File: src/sv/mrpt_pkg.sv
`timescale 1ns / 1ps
package mrpt_pkg;

	// Largest supported candidate width.
	localparam int unsigned WidthDefault = 64;
	// Width of the candidate and random word ports.
	localparam int unsigned WordBits = 64;
	localparam int unsigned Rounds = 4;
	localparam int unsigned RoundBits = $clog2(Rounds);

	// Commands handed from the sequencer to the shared modular unit.
	typedef enum logic [1:0] {
		OP_MULMOD = 2'd0,
		OP_REDUCE = 2'd1
	} mrpt_op_t;

	// Sequencer states.
	typedef enum logic [3:0] {
		ST_IDLE,
		ST_SPLIT,
		ST_BASE_GO,
		ST_BASE_WAIT,
		ST_EXP_STEP,
		ST_EXP_MUL_WAIT,
		ST_EXP_SQR_WAIT,
		ST_CHECK,
		ST_SQR_WAIT,
		ST_DONE
	} mrpt_state_t;

	// Request and reply between the sequencer and the modular unit.
	typedef struct packed {
		logic     go;
		mrpt_op_t op;
	} mrpt_req_t;

	typedef struct packed {
		logic busy;
		logic done;
	} mrpt_rsp_t;

endpackage

File: src/sv/miller_rabin_prime_test_core.sv
`timescale 1ns / 1ps
// Channel  | Ports                                   | Transfer
// ---------+-----------------------------------------+----------------------------
// input    | candidate, random_word_0..3             | start high while busy low
// result   | probably_prime                          | strobe high, one cycle
//
// One candidate takes a setup that splits n-1, up to four rounds and a finish. A round reduces
// its random word and then runs modular multiplies: one per bit of d, one more per set bit of d
// and up to s - 1 squarings.
// Small and even candidates are settled without any rounds.
// Reset clears the sequencer; the block then waits idle for start.
// The receiver cannot stall: the result shows for one cycle, starting as busy falls.
module miller_rabin_prime_test_core #(
	parameter int unsigned WIDTH = mrpt_pkg::WidthDefault
) (
	input  logic        clk,
	input  logic        arst_n,
	input  logic        start,
	output logic        busy,
	input  logic [63:0] candidate,
	input  logic [63:0] random_word_0,
	input  logic [63:0] random_word_1,
	input  logic [63:0] random_word_2,
	input  logic [63:0] random_word_3,
	output logic        strobe,
	output logic        probably_prime
);
	import mrpt_pkg::*;

	mrpt_req_t           req;
	mrpt_rsp_t           rsp;
	logic [WIDTH-1:0]    op_x;
	logic [WordBits-1:0] op_y;
	logic [WIDTH-1:0]    op_n;
	logic [WIDTH-1:0]    res;

	// Sequencer.
	mrpt_seq #(.WIDTH(WIDTH)) u_seq (
		.clk            (clk),
		.arst_n         (arst_n),
		.start          (start),
		.candidate      (candidate),
		.random_word_0  (random_word_0),
		.random_word_1  (random_word_1),
		.random_word_2  (random_word_2),
		.random_word_3  (random_word_3),
		.busy           (busy),
		.strobe         (strobe),
		.probably_prime (probably_prime),
		.req            (req),
		.op_x           (op_x),
		.op_y           (op_y),
		.op_n           (op_n),
		.rsp            (rsp),
		.res            (res)
	);

	// Shared modular multiply and reduce unit.
	mrpt_modunit #(.WIDTH(WIDTH)) u_modunit (
		.clk    (clk),
		.arst_n (arst_n),
		.req    (req),
		.x      (op_x),
		.y      (op_y),
		.n      (op_n),
		.rsp    (rsp),
		.res    (res)
	);

`ifndef NO_ASSERTIONS
	// The unit is only started while it is free.
	a_go_free: assert property (@(posedge clk) disable iff (!arst_n)
		req.go |-> !rsp.busy)
		else $error("modular unit started while busy");

	// A result strobe always follows the end of a busy period.
	a_strobe_after_busy: assert property (@(posedge clk) disable iff (!arst_n)
		strobe |-> !busy && $past(busy))
		else $error("strobe without a finished item");

	// The unit finishes only what was started.
	a_done_after_busy: assert property (@(posedge clk) disable iff (!arst_n)
		rsp.done |-> $past(rsp.busy))
		else $error("modular unit done while idle");
`endif

endmodule

File: src/sv/mrpt_modunit.sv
`timescale 1ns / 1ps
// Shared modular unit. OP_MULMOD computes x*y mod n by one shift-add-reduce step per
// cycle over the WIDTH bits of y. OP_REDUCE computes y mod n by restoring division,
// one dividend bit per cycle over all 64 bits of the word on y.
module mrpt_modunit #(
	parameter int unsigned WIDTH = mrpt_pkg::WidthDefault
) (
	input  logic                          clk,
	input  logic                          arst_n,
	input  mrpt_pkg::mrpt_req_t           req,
	input  logic [WIDTH-1:0]              x,
	input  logic [mrpt_pkg::WordBits-1:0] y,
	input  logic [WIDTH-1:0]              n,
	output mrpt_pkg::mrpt_rsp_t           rsp,
	output logic [WIDTH-1:0]              res
);
	import mrpt_pkg::*;

	localparam int unsigned CntBits = $clog2(WordBits);

	logic                busy_q;
	logic                done_q;
	mrpt_op_t            op_q;
	logic [CntBits-1:0]  cnt_q;
	logic [WIDTH-1:0]    acc_q;
	logic [WIDTH-1:0]    x_q;
	logic [WordBits-1:0] y_q;
	logic [WIDTH-1:0]    n_q;

	logic [WIDTH:0]   dbl;
	logic [WIDTH-1:0] dbl_red;
	logic [WIDTH:0]   sum;
	logic [WIDTH-1:0] sum_red;
	logic [WIDTH-1:0] acc_next;

	// One step: double acc, shift in the next bit, reduce; a multiply adds x on a set bit.
	always_comb begin
		dbl = {acc_q, (op_q == OP_REDUCE) ? y_q[WordBits-1] : 1'b0};
		if (dbl >= {1'b0, n_q}) begin
			dbl_red = WIDTH'(dbl - {1'b0, n_q});
		end else begin
			dbl_red = dbl[WIDTH-1:0];
		end
		sum = {1'b0, dbl_red} + {1'b0, x_q};
		if (sum >= {1'b0, n_q}) begin
			sum_red = WIDTH'(sum - {1'b0, n_q});
		end else begin
			sum_red = sum[WIDTH-1:0];
		end
		if (op_q == OP_MULMOD && y_q[WordBits-1]) begin
			acc_next = sum_red;
		end else begin
			acc_next = dbl_red;
		end
	end

	// Control: WIDTH steps for a multiply, one per word bit for a reduction.
	always_ff @(posedge clk or negedge arst_n) begin
		if (!arst_n) begin
			busy_q <= 1'b0;
			done_q <= 1'b0;
			cnt_q  <= '0;
		end else begin
			done_q <= 1'b0;
			if (req.go && !busy_q) begin
				busy_q <= 1'b1;
				cnt_q  <= (req.op == OP_REDUCE) ? CntBits'(WordBits - 1) : CntBits'(WIDTH - 1);
			end else if (busy_q) begin
				if (cnt_q == '0) begin
					busy_q <= 1'b0;
					done_q <= 1'b1;
				end else begin
					cnt_q <= cnt_q - 1'b1;
				end
			end
		end
	end

	// Operands and accumulator. A multiplier is aligned to the top of the shift register.
	always_ff @(posedge clk) begin
		if (req.go && !busy_q) begin
			op_q  <= req.op;
			acc_q <= '0;
			x_q   <= x;
			y_q   <= (req.op == OP_REDUCE) ? y : (y << (WordBits - WIDTH));
			n_q   <= n;
		end else if (busy_q) begin
			acc_q <= acc_next;
			y_q   <= {y_q[WordBits-2:0], 1'b0};
		end
	end

	assign rsp.busy = busy_q;
	assign rsp.done = done_q;
	assign res      = acc_q;

endmodule

File: src/sv/mrpt_seq.sv
`timescale 1ns / 1ps
// Sequencer: splits n-1 into d*2^s, picks each round's base and walks the
// exponentiation and the squaring chain through the shared modular unit.
module mrpt_seq #(
	parameter int unsigned WIDTH = mrpt_pkg::WidthDefault
) (
	input  logic                          clk,
	input  logic                          arst_n,
	input  logic                          start,
	input  logic [63:0]                   candidate,
	input  logic [63:0]                   random_word_0,
	input  logic [63:0]                   random_word_1,
	input  logic [63:0]                   random_word_2,
	input  logic [63:0]                   random_word_3,
	output logic                          busy,
	output logic                          strobe,
	output logic                          probably_prime,
	output mrpt_pkg::mrpt_req_t           req,
	output logic [WIDTH-1:0]              op_x,
	output logic [mrpt_pkg::WordBits-1:0] op_y,
	output logic [WIDTH-1:0]              op_n,
	input  mrpt_pkg::mrpt_rsp_t           rsp,
	input  logic [WIDTH-1:0]              res
);
	import mrpt_pkg::*;

	localparam int unsigned SBits = $clog2(WIDTH + 1);

	mrpt_state_t state_q, state_d;

	logic [WIDTH-1:0]     n_q;
	logic [WIDTH-1:0]     d_q;
	logic [SBits-1:0]     s_q;
	logic [SBits-1:0]     i_q;
	logic [RoundBits-1:0] round_q;
	logic [Rounds-1:0][63:0] rnd_q;
	logic [WIDTH-1:0]     base_q;
	logic [WIDTH-1:0]     acc_q;
	logic [WIDTH-1:0]     e_q;
	logic                 result_q;
	logic                 strobe_q;

	logic [WIDTH-1:0] n_in;
	logic             accept;
	logic             trivial;
	logic             trivial_val;
	logic [WIDTH-1:0] nm1;
	logic             last_round;
	logic             x_pass;

	assign n_in       = candidate[WIDTH-1:0];
	assign accept     = start && (state_q == ST_IDLE);
	assign nm1        = n_q - 1'b1;
	assign last_round = (round_q == RoundBits'(Rounds - 1));
	assign x_pass     = (acc_q == WIDTH'(1)) || (acc_q == nm1);

	// Small and even candidates are settled without any rounds.
	always_comb begin
		trivial     = 1'b1;
		trivial_val = 1'b0;
		if (n_in < WIDTH'(2)) begin
			trivial_val = 1'b0;
		end else if (n_in < WIDTH'(4)) begin
			trivial_val = 1'b1;
		end else if (!n_in[0]) begin
			trivial_val = 1'b0;
		end else begin
			trivial = 1'b0;
		end
	end

	// Next state.
	always_comb begin
		state_d = state_q;
		unique case (state_q)
			ST_IDLE: begin
				if (start) begin
					state_d = trivial ? ST_DONE : ST_SPLIT;
				end
			end
			ST_SPLIT: begin
				if (d_q[0]) begin
					state_d = ST_BASE_GO;
				end
			end
			ST_BASE_GO: state_d = ST_BASE_WAIT;
			ST_BASE_WAIT: begin
				if (rsp.done) begin
					state_d = ST_EXP_STEP;
				end
			end
			ST_EXP_STEP: begin
				if (e_q == '0) begin
					state_d = ST_CHECK;
				end else if (e_q[0]) begin
					state_d = ST_EXP_MUL_WAIT;
				end else begin
					state_d = ST_EXP_SQR_WAIT;
				end
			end
			ST_EXP_MUL_WAIT: begin
				if (rsp.done) begin
					state_d = ST_EXP_SQR_WAIT;
				end
			end
			ST_EXP_SQR_WAIT: begin
				if (rsp.done) begin
					state_d = ST_EXP_STEP;
				end
			end
			ST_CHECK: begin
				if (i_q == '0 ? x_pass : (acc_q == nm1)) begin
					state_d = last_round ? ST_DONE : ST_BASE_GO;
				end else if (i_q != '0 && acc_q == WIDTH'(1)) begin
					state_d = ST_DONE;
				end else if (SBits'(i_q + 1'b1) >= s_q) begin
					state_d = ST_DONE;
				end else begin
					state_d = ST_SQR_WAIT;
				end
			end
			ST_SQR_WAIT: begin
				if (rsp.done) begin
					state_d = ST_CHECK;
				end
			end
			ST_DONE: state_d = ST_IDLE;
			default: state_d = ST_IDLE;
		endcase
	end

	// Requests to the modular unit.
	always_comb begin
		req.go = 1'b0;
		req.op = OP_MULMOD;
		op_x   = acc_q;
		op_y   = WordBits'(base_q);
		op_n   = n_q;
		unique case (state_q)
			ST_BASE_GO: begin
				req.go = 1'b1;
				req.op = OP_REDUCE;
				op_x   = '0;
				op_y   = rnd_q[round_q];
				op_n   = n_q - WIDTH'(3);
			end
			ST_EXP_STEP: begin
				if (e_q != '0) begin
					req.go = 1'b1;
					if (e_q[0]) begin
						op_x = acc_q;
						op_y = WordBits'(base_q);
					end else begin
						op_x = base_q;
						op_y = WordBits'(base_q);
					end
				end
			end
			ST_EXP_MUL_WAIT: begin
				if (rsp.done) begin
					req.go = 1'b1;
					op_x   = base_q;
					op_y   = WordBits'(base_q);
				end
			end
			ST_CHECK: begin
				if (state_d == ST_SQR_WAIT) begin
					req.go = 1'b1;
					op_x   = acc_q;
					op_y   = WordBits'(acc_q);
				end
			end
			default: begin
			end
		endcase
	end

	// Control registers.
	always_ff @(posedge clk or negedge arst_n) begin
		if (!arst_n) begin
			state_q  <= ST_IDLE;
			strobe_q <= 1'b0;
			result_q <= 1'b0;
		end else begin
			state_q  <= state_d;
			strobe_q <= (state_q == ST_DONE);
			if (accept) begin
				result_q <= trivial_val;
			end else if (state_q == ST_CHECK && state_d == ST_DONE) begin
				result_q <= last_round && (i_q == '0 ? x_pass : (acc_q == nm1));
			end
		end
	end

	// Datapath registers.
	always_ff @(posedge clk) begin
		unique case (state_q)
			ST_IDLE: begin
				n_q      <= n_in;
				d_q      <= n_in - 1'b1;
				s_q      <= '0;
				round_q  <= '0;
				rnd_q[0] <= random_word_0;
				rnd_q[1] <= random_word_1;
				rnd_q[2] <= random_word_2;
				rnd_q[3] <= random_word_3;
			end
			ST_SPLIT: begin
				if (!d_q[0]) begin
					d_q <= {1'b0, d_q[WIDTH-1:1]};
					s_q <= s_q + 1'b1;
				end
			end
			ST_BASE_WAIT: begin
				if (rsp.done) begin
					// The reduced word lies below n - 3, so the base lands in [2, n - 2].
					base_q <= res + WIDTH'(2);
					acc_q  <= WIDTH'(1);
					e_q    <= d_q;
					i_q    <= '0;
				end
			end
			ST_EXP_MUL_WAIT: begin
				if (rsp.done) begin
					acc_q <= res;
				end
			end
			ST_EXP_SQR_WAIT: begin
				if (rsp.done) begin
					base_q <= res;
					e_q    <= {1'b0, e_q[WIDTH-1:1]};
				end
			end
			ST_CHECK: begin
				if (state_d == ST_BASE_GO) begin
					round_q <= round_q + 1'b1;
				end
			end
			ST_SQR_WAIT: begin
				if (rsp.done) begin
					acc_q <= res;
					i_q   <= i_q + 1'b1;
				end
			end
			default: begin
			end
		endcase
	end

	assign busy           = (state_q != ST_IDLE);
	assign strobe         = strobe_q;
	assign probably_prime = result_q;

endmodule

File: config.mk
export PLATFORM = sky130hd
export DESIGN_NAME = miller_rabin_prime_test_core
export DESIGN_NICKNAME = d
export VERILOG_FILES = /design/src/sv/mrpt_pkg.sv /design/src/sv/miller_rabin_prime_test_core.sv /design/src/sv/mrpt_modunit.sv /design/src/sv/mrpt_seq.sv
export SDC_FILE = /design/constraint.sdc
export NUM_CORES = 2
export LEC_CHECK = 0
export BUFFER_PORTS_ARGS = -buffer_cell sky130_fd_sc_hd__buf_2
export CORE_UTILIZATION = 56
export DETAILED_ROUTE_END_ITERATION = 6
export PLACE_DENSITY = 0.77
export SYNTH_ARGS = -nofsm -noshare
export SYNTH_HDL_FRONTEND = slang
export SYNTH_SLANG_ARGS = --single-unit
File: constraint.sdc
create_clock -name clk -period 9.9 [get_ports clk]
set_input_delay 1.98 -clock clk [delete_from_list [all_inputs] [get_ports clk]]
set_output_delay 1.98 -clock clk [all_outputs]
set_load 0.03 [all_outputs]
### Word level (Yosys, flattened, before mapping)

Index checks and enable logic that the tools add are counted.

* memory bits (writable): 0
* latch bits: 0
* bits in read-only memories: 0
* output and inout port bits: 3
* memories: 0
* bits in registers: 864
* logic and storage cells: 162

* bitwise gates (word level): 0
* shift operators: 0
* multiplexer cells: 67
* multipliers: 0
* reduce and logical (&&, ||, !) cells: 31
* equality and inequality tests: 23
* divide/modulo/power cells: 0
* order comparisons: 6
* $add $sub $neg: 11

Operator list (number)
* 64-bit two-way mux: 17
* 64-bit one-hot mux with 2 select lines: 5
* 64-bit one-hot mux with 3 select lines: 1
* 65-bit by 64-bit greater-or-equal comparator with 1-bit output: 2
* 64-bit binary-select mux with 2-bit select: 1
* 64-bit by 1-bit subtractor with 64-bit output, second input constant: 2
* 64-bit subtractor: 2
* 64-bit by 64-bit adder with 65-bit output: 1
* 64-bit by 2-bit adder with 64-bit output, second input constant: 1
* 64-bit by 1-bit == test with 1-bit output, second input constant: 1
* 64-bit == test: 1
* 64-bit logical NOT: 1
* 64-bit by 2-bit < comparator with 1-bit output, second input constant: 1
* 64-bit by 3-bit < comparator with 1-bit output, second input constant: 1
* 64-bit nonzero test: 1
* 64-bit by 2-bit subtractor with 64-bit output, second input constant: 1
* 4-bit two-way mux: 10
* 4-bit one-hot mux with 8 select lines: 1
* 7-bit one-hot mux with 2 select lines: 2
* 7-bit two-way mux: 3
* 1-bit two-way mux: 20
* 6-bit two-way mux: 3
* 4-bit by 3-bit == test with 1-bit output, second input constant: 4
* 4-bit == test, second input constant: 4
* 27 further kinds: 52

### Depth between registers and ports, before layout

* depth in word-level cells: 12
* mapped depth: 44
* gate-level depth less buffers: 40

### Cells and area by module

Synthesis repeated with hierarchy kept, for this count alone.

* cell total of the unflattened synthesis: 5072
* area total of the unflattened synthesis: 53802.9 um2

Modules (own cells, without submodules)
* mrpt_seq: seq. area each 17927.2 um2, area an instance 30727.0 um2, instances 1, cells an instance 2348
* mrpt_modunit: seq. area each 7307.0 um2, area an instance 23075.9 um2, instances 1, cells an instance 2724

### Least setup slack after synthesis

No wires, ideal clock.

* path type: reg-to-reg
* from: register u_seq.state_q[0]
* to: register u_seq.base_q[0] (enable)
* setup time: 0.773 ns
* data arrival time: 9.642 ns
* data required time: 9.127 ns
* path buffers: 2
* setup slack: -0.514 ns
* stages on the path, launching flop included: 5
* cells stage by stage: dfrtp_1 -> clkbuf_1 -> clkbuf_1 -> xnor2_1 -> nor3_1

* word-level cells in the longest chain between the ends: 3
* elaborated cells on any way between the ends: 6

RTL lines
* from (decl): RTL line mrpt_seq.sv:29 `mrpt_state_t state_q, state_d;`
* from (signal assigned): RTL line mrpt_seq.sv:185 `state_q <= state_d;`
* 4-bit by 3-bit == test with 1-bit output or 4-bit by 2-bit == test with 1-bit output (tied branches): RTL line mrpt_seq.sv:197 `unique case (state_q)`
* 2-bit by 1-bit != test with 1-bit output (no source line) or 2-bit nonzero test (tied branches)
* 3-bit AND reduction (no source line) *
* to (signal assigned): RTL line mrpt_seq.sv:217 `base_q <= res + WIDTH'(2);`
* to (signal assigned): RTL line mrpt_seq.sv:230 `base_q <= res;`
* to (decl): RTL line mrpt_seq.sv:37 `logic [WIDTH-1:0] base_q;`

Every way passes the cells marked *; elsewhere a longest branch is shown, timed or not.
A chain may end at the register's enable or synchronous reset.

### Worst setup path after layout

* from: register u_modunit.n_q[12]
* to: register u_modunit.acc_q[16] (netlist: u_modunit.res[16])

* word-level cells in the longest chain between the ends: 6
* elaborated cells on any way between the ends: 8

RTL lines
* from (decl): RTL line mrpt_modunit.sv:28 `logic [WIDTH-1:0] n_q;`
* from (signal assigned): RTL line mrpt_modunit.sv:86 `n_q <= n;`
* 64-bit subtractor or 65-bit by 64-bit greater-or-equal comparator with 1-bit output (tied branches): RTL line mrpt_modunit.sv:40, mrpt_modunit.sv:39
* 64-bit two-way mux: RTL line mrpt_modunit.sv:39 `if (dbl >= {1'b0, n_q}) begin`
* 64-bit by 64-bit adder with 65-bit output: RTL line mrpt_modunit.sv:44 `sum = {1'b0, dbl_red} + {1'b0, x_q};`
* 64-bit subtractor or 65-bit by 64-bit greater-or-equal comparator with 1-bit output (tied branches): RTL line mrpt_modunit.sv:46, mrpt_modunit.sv:45
* 64-bit two-way mux: RTL line mrpt_modunit.sv:45 `if (sum >= {1'b0, n_q}) begin`
* 64-bit two-way mux *: RTL line mrpt_modunit.sv:50 `if (op_q == OP_MULMOD && y_q[WordBits-1]) begin`
* to (signal assigned): RTL line mrpt_modunit.sv:88 `acc_q <= acc_next;`
* to (decl): RTL line mrpt_modunit.sv:25 `logic [WIDTH-1:0] acc_q;`

Marks and branches as above.

==> run summary <==
Num CTS Buffers - 89
Pwr dens - 128 nW/µm²
Via Count - 43472
GRT overflow - 0
Worst Hold Class - flip-flop to flip-flop
Max Fclk - 104 MHz
Final Setup Violations - 0
Nets - 5766
Ranking of synthesized cells by area - edfxtp_1 45%, ha_1 5.0%, xnor2_1 4.8%
Max VDD drop - 0.217 mV
Final hold viol count - 0
Dominant cell by count in the synthesized netlist - edfxtp_1
Post-synthesis cell count - 4812
Leak pwr - 21.8 nW
Setup ws final - 309 ps
Slowest library cell on the worst path - a2111o_1
Clock Tree Root - clkbuf_16
Measured slew at the worst slew-check pin - 1240 ps
Post-Synth Simple-Gate Area - 0.143
CTS max path bufs - 3
Max-Cap Viols - 0
Post-synth EDFFs - 785
Num ports - 326
Starting Density - 0.566
Post-synthesis compound-gate area fraction - 0.148
H-tree depth - 3
Crit. End Element - flip-flop
Place WS - -556 ps
Commonest cells post-synth - 785 x edfxtp_1, 380 x nand2_1, 289 x o21ai_0
Clock Skew - 32.9 ps
Crit path time final - 9590 ps
Gpl congestion - 1.03
CP max stage delay - 490 ps
Largest net degree at the start of global routing - 182
WP data required - 10510 ps
Dominant synthesized flop cell - edfxtp_1
Vias in the first global route - 41313
Clk slew on worst S/H paths - 70 ps
Hold Path Depth - 1
Synthesized-area fraction occupied by adder cells - 0.0517
CP Max Fanout - 34
Max_slew headroom - 0.163
Die Width - 307 µm
Die height - 307 µm
Status - complete, no violations
Period utilisation layout - 0.969
Syn nets - 5347
Wirelength per Cell - 28.0 µm
Synth async-reset ratio - 0.0162
Max-slew violations - 0
DRC viols - 0
Post-layout util - 0.646
Post-DP HPWL - 140000 µm
Core ar. - 91800 µm²
Register bit total from synthesis - 863
XOR/XNOR Fraction of Synth Area - 0.0782
Worst r2r path cells - 37
Avg Inst Size Synth - 10.8 µm²
Library cells used by synthesis - 89
Clock sink count - 863
GRT Overall Usage - 0.385
Port buffer count - 325
Hold Worst Slack - 515 ps
DRT antenna net count - 0
CP Data Arrival Time - 10200 ps
Mux share of post-synthesis cell area - 0.0618
Setup crit start kind - flip-flop
Post-synth top area cell - edfxtp_1
Sequential cell area fraction in the yosys report - 0.485
Final wirelength - 183000 µm
Setup TNS - 0 ps
Post-Syn Area - 52000 µm²
Area growth syn-to-layout - 14.2%
Total power - 0.00757 W
Pre-antenna DRT Iters - 7
CP Class - flip-flop to flip-flop
Row cnt - 111
Antenna violations before repair - 11
Die Area - 94000 µm²
Synth top area share - 0.454
DR iter-0 viols - 5478
Vias per cell - 6.63
Main combinational cell family by area after synthesis - compound AO/OA/AOI/OAI gates
Worst-skew pair later-pin latency - 680 ps
Wire length of the first global-routing pass - 268000 µm
CTS tree - built
Synth warnings - 0
Layout cells sized above 1 - 0.189
CTS hold repair buffers - 0
-- power by group --
part / internal [W] / switching [W] / total, W
Clock: 0.00201 / 0.00152 / 0.00353
Sequential: 0.00394 / 0 / 0.00394
Combinational: 0.0000537 / 0.0000572 / 0.000111
-- registers in the layout, indices dropped and copies added (netlist names), 2 cells and up --
name	count
u_seq.n_q	64
u_modunit.n_q	64
u_seq.base_q	64
u_seq.acc_q	64
u_seq.e_q	64
u_modunit.res	64
u_modunit.cnt_q	6
u_seq.rnd_q	256
u_seq.state_q	4
u_modunit.y_q	64
u_seq.i_q	7
u_seq.d_q	64
u_modunit.x_q	64
u_seq.s_q	7
u_seq.round_q	2
-- through the flow --
| step | instance area, µm² | cells |
|---|---|---|
| 4_1_cts | 59200 | 6548 |
| 6_report | 59300 | 6559 |
| 2_1_floorplan | 52000 | 4812 |
| 3_3_place_gp | 56200 | 6382 |
| 3_5_place_dp | 56200 | 6382 |
| 5_1_grt | 59300 | 6553 |
-- kinds of logic after synthesis --
group / after synthesis
buffers and inverters: 409
multiplexers: 222
flip-flops: 863
AND/OR/NAND/NOR: 1472
adder cells (fa/ha/maj): 213
AO/OA/AOI/OAI: 1169
XOR/XNOR: 464
-- routing by layer --
layer  global-route usage  vias to the layer above  routed length, µm
met5                    0                        -                 26
met4                0.161                        4               8660
met3               0.0824                      439              23100
met2                0.578                     2958              79300
met1                0.543                    21028              72400
li1                     -                    19043                  -
-- placed cells by master, fill, tap and decap left out, drive strengths merged, types with 49 or more instances in the layout --
cell | synthesis | layout
nor2 | 262 | 262
edfxtp | 785 | 785
dfxtp | 64 | 64
clkbuf | 197 | 110
nor4 | 116 | 116
nand4 | 76 | 76
nand2 | 380 | 380
mux2 | 149 | 149
xor2 | 179 | 179
a21o | 97 | 97
o21ai | 291 | 291
inv | 166 | 177
and2 | 148 | 148
xnor2 | 285 | 285
a221o | 67 | 67
mux4 | 64 | 64
buf | 46 | 571
o211ai | 49 | 49
nor3 | 90 | 90
and3 | 50 | 50
ha | 209 | 209
a22o | 69 | 69
nand3 | 172 | 172
a21oi | 281 | 281
-- worst paths after layout --
| check | start | end | slack, ps |
|---|---|---|---|
| min reg2reg | u_modunit.cnt_q[5]$_DFFE_PN0P_ | u_modunit.cnt_q[5]$_DFFE_PN0P_ | 520 |
| max in group asynchronous | arst_n | u_modunit.busy_q$_DFF_PN0_ | 8390 |
| max | u_modunit.n_q[12]$_DFFE_PP_ | u_modunit.res[16]$_SDFFE_PP0P_ | 310 |
| min in group asynchronous | arst_n | u_modunit.cnt_q[0]$_DFFE_PN0P_ | 1220 |
| min | u_modunit.cnt_q[5]$_DFFE_PN0P_ | u_modunit.cnt_q[5]$_DFFE_PN0P_ | 520 |
| max reg2reg | u_modunit.n_q[12]$_DFFE_PP_ | u_modunit.res[16]$_SDFFE_PP0P_ | 310 |
-- cell type report --
type / count / area [µm²]
antenna: 10 / 25.0
clock buffer: 110 / 2320
clock inverter: 56 / 702
fill: 7147 / 32500
inverter: 166 / 633
multi-input combinational: 3540 / 25300
sequential: 863 / 25200
tap: 1243 / 1560
timing repair buffer: 571 / 3560
-- critical path, delay by kind of cell, from the launching register on --
| family | cells | cell delay, ps |
|---|---|---|
| AO/OA/AOI/OAI | 14 | 3330 |
| buffers and inverters | 7 | 1150 |
| adder cells (fa/ha/maj) | 3 | 1230 |
| flip-flops | 1 | 330 |
| AND/OR/NAND/NOR | 12 | 3070 |
| multiplexers | 1 | 390 |
-- repair_timing --
| item | CTS | global route |
|---|---|---|
| setup endpoints to repair | 64 | 64 |
| buffers inserted | 0 | 1 |
| pin swaps | 0 | 5 |
| gates resized for setup | 5 | 27 |
Note: power is estimated with default switching activity, not from simulation.
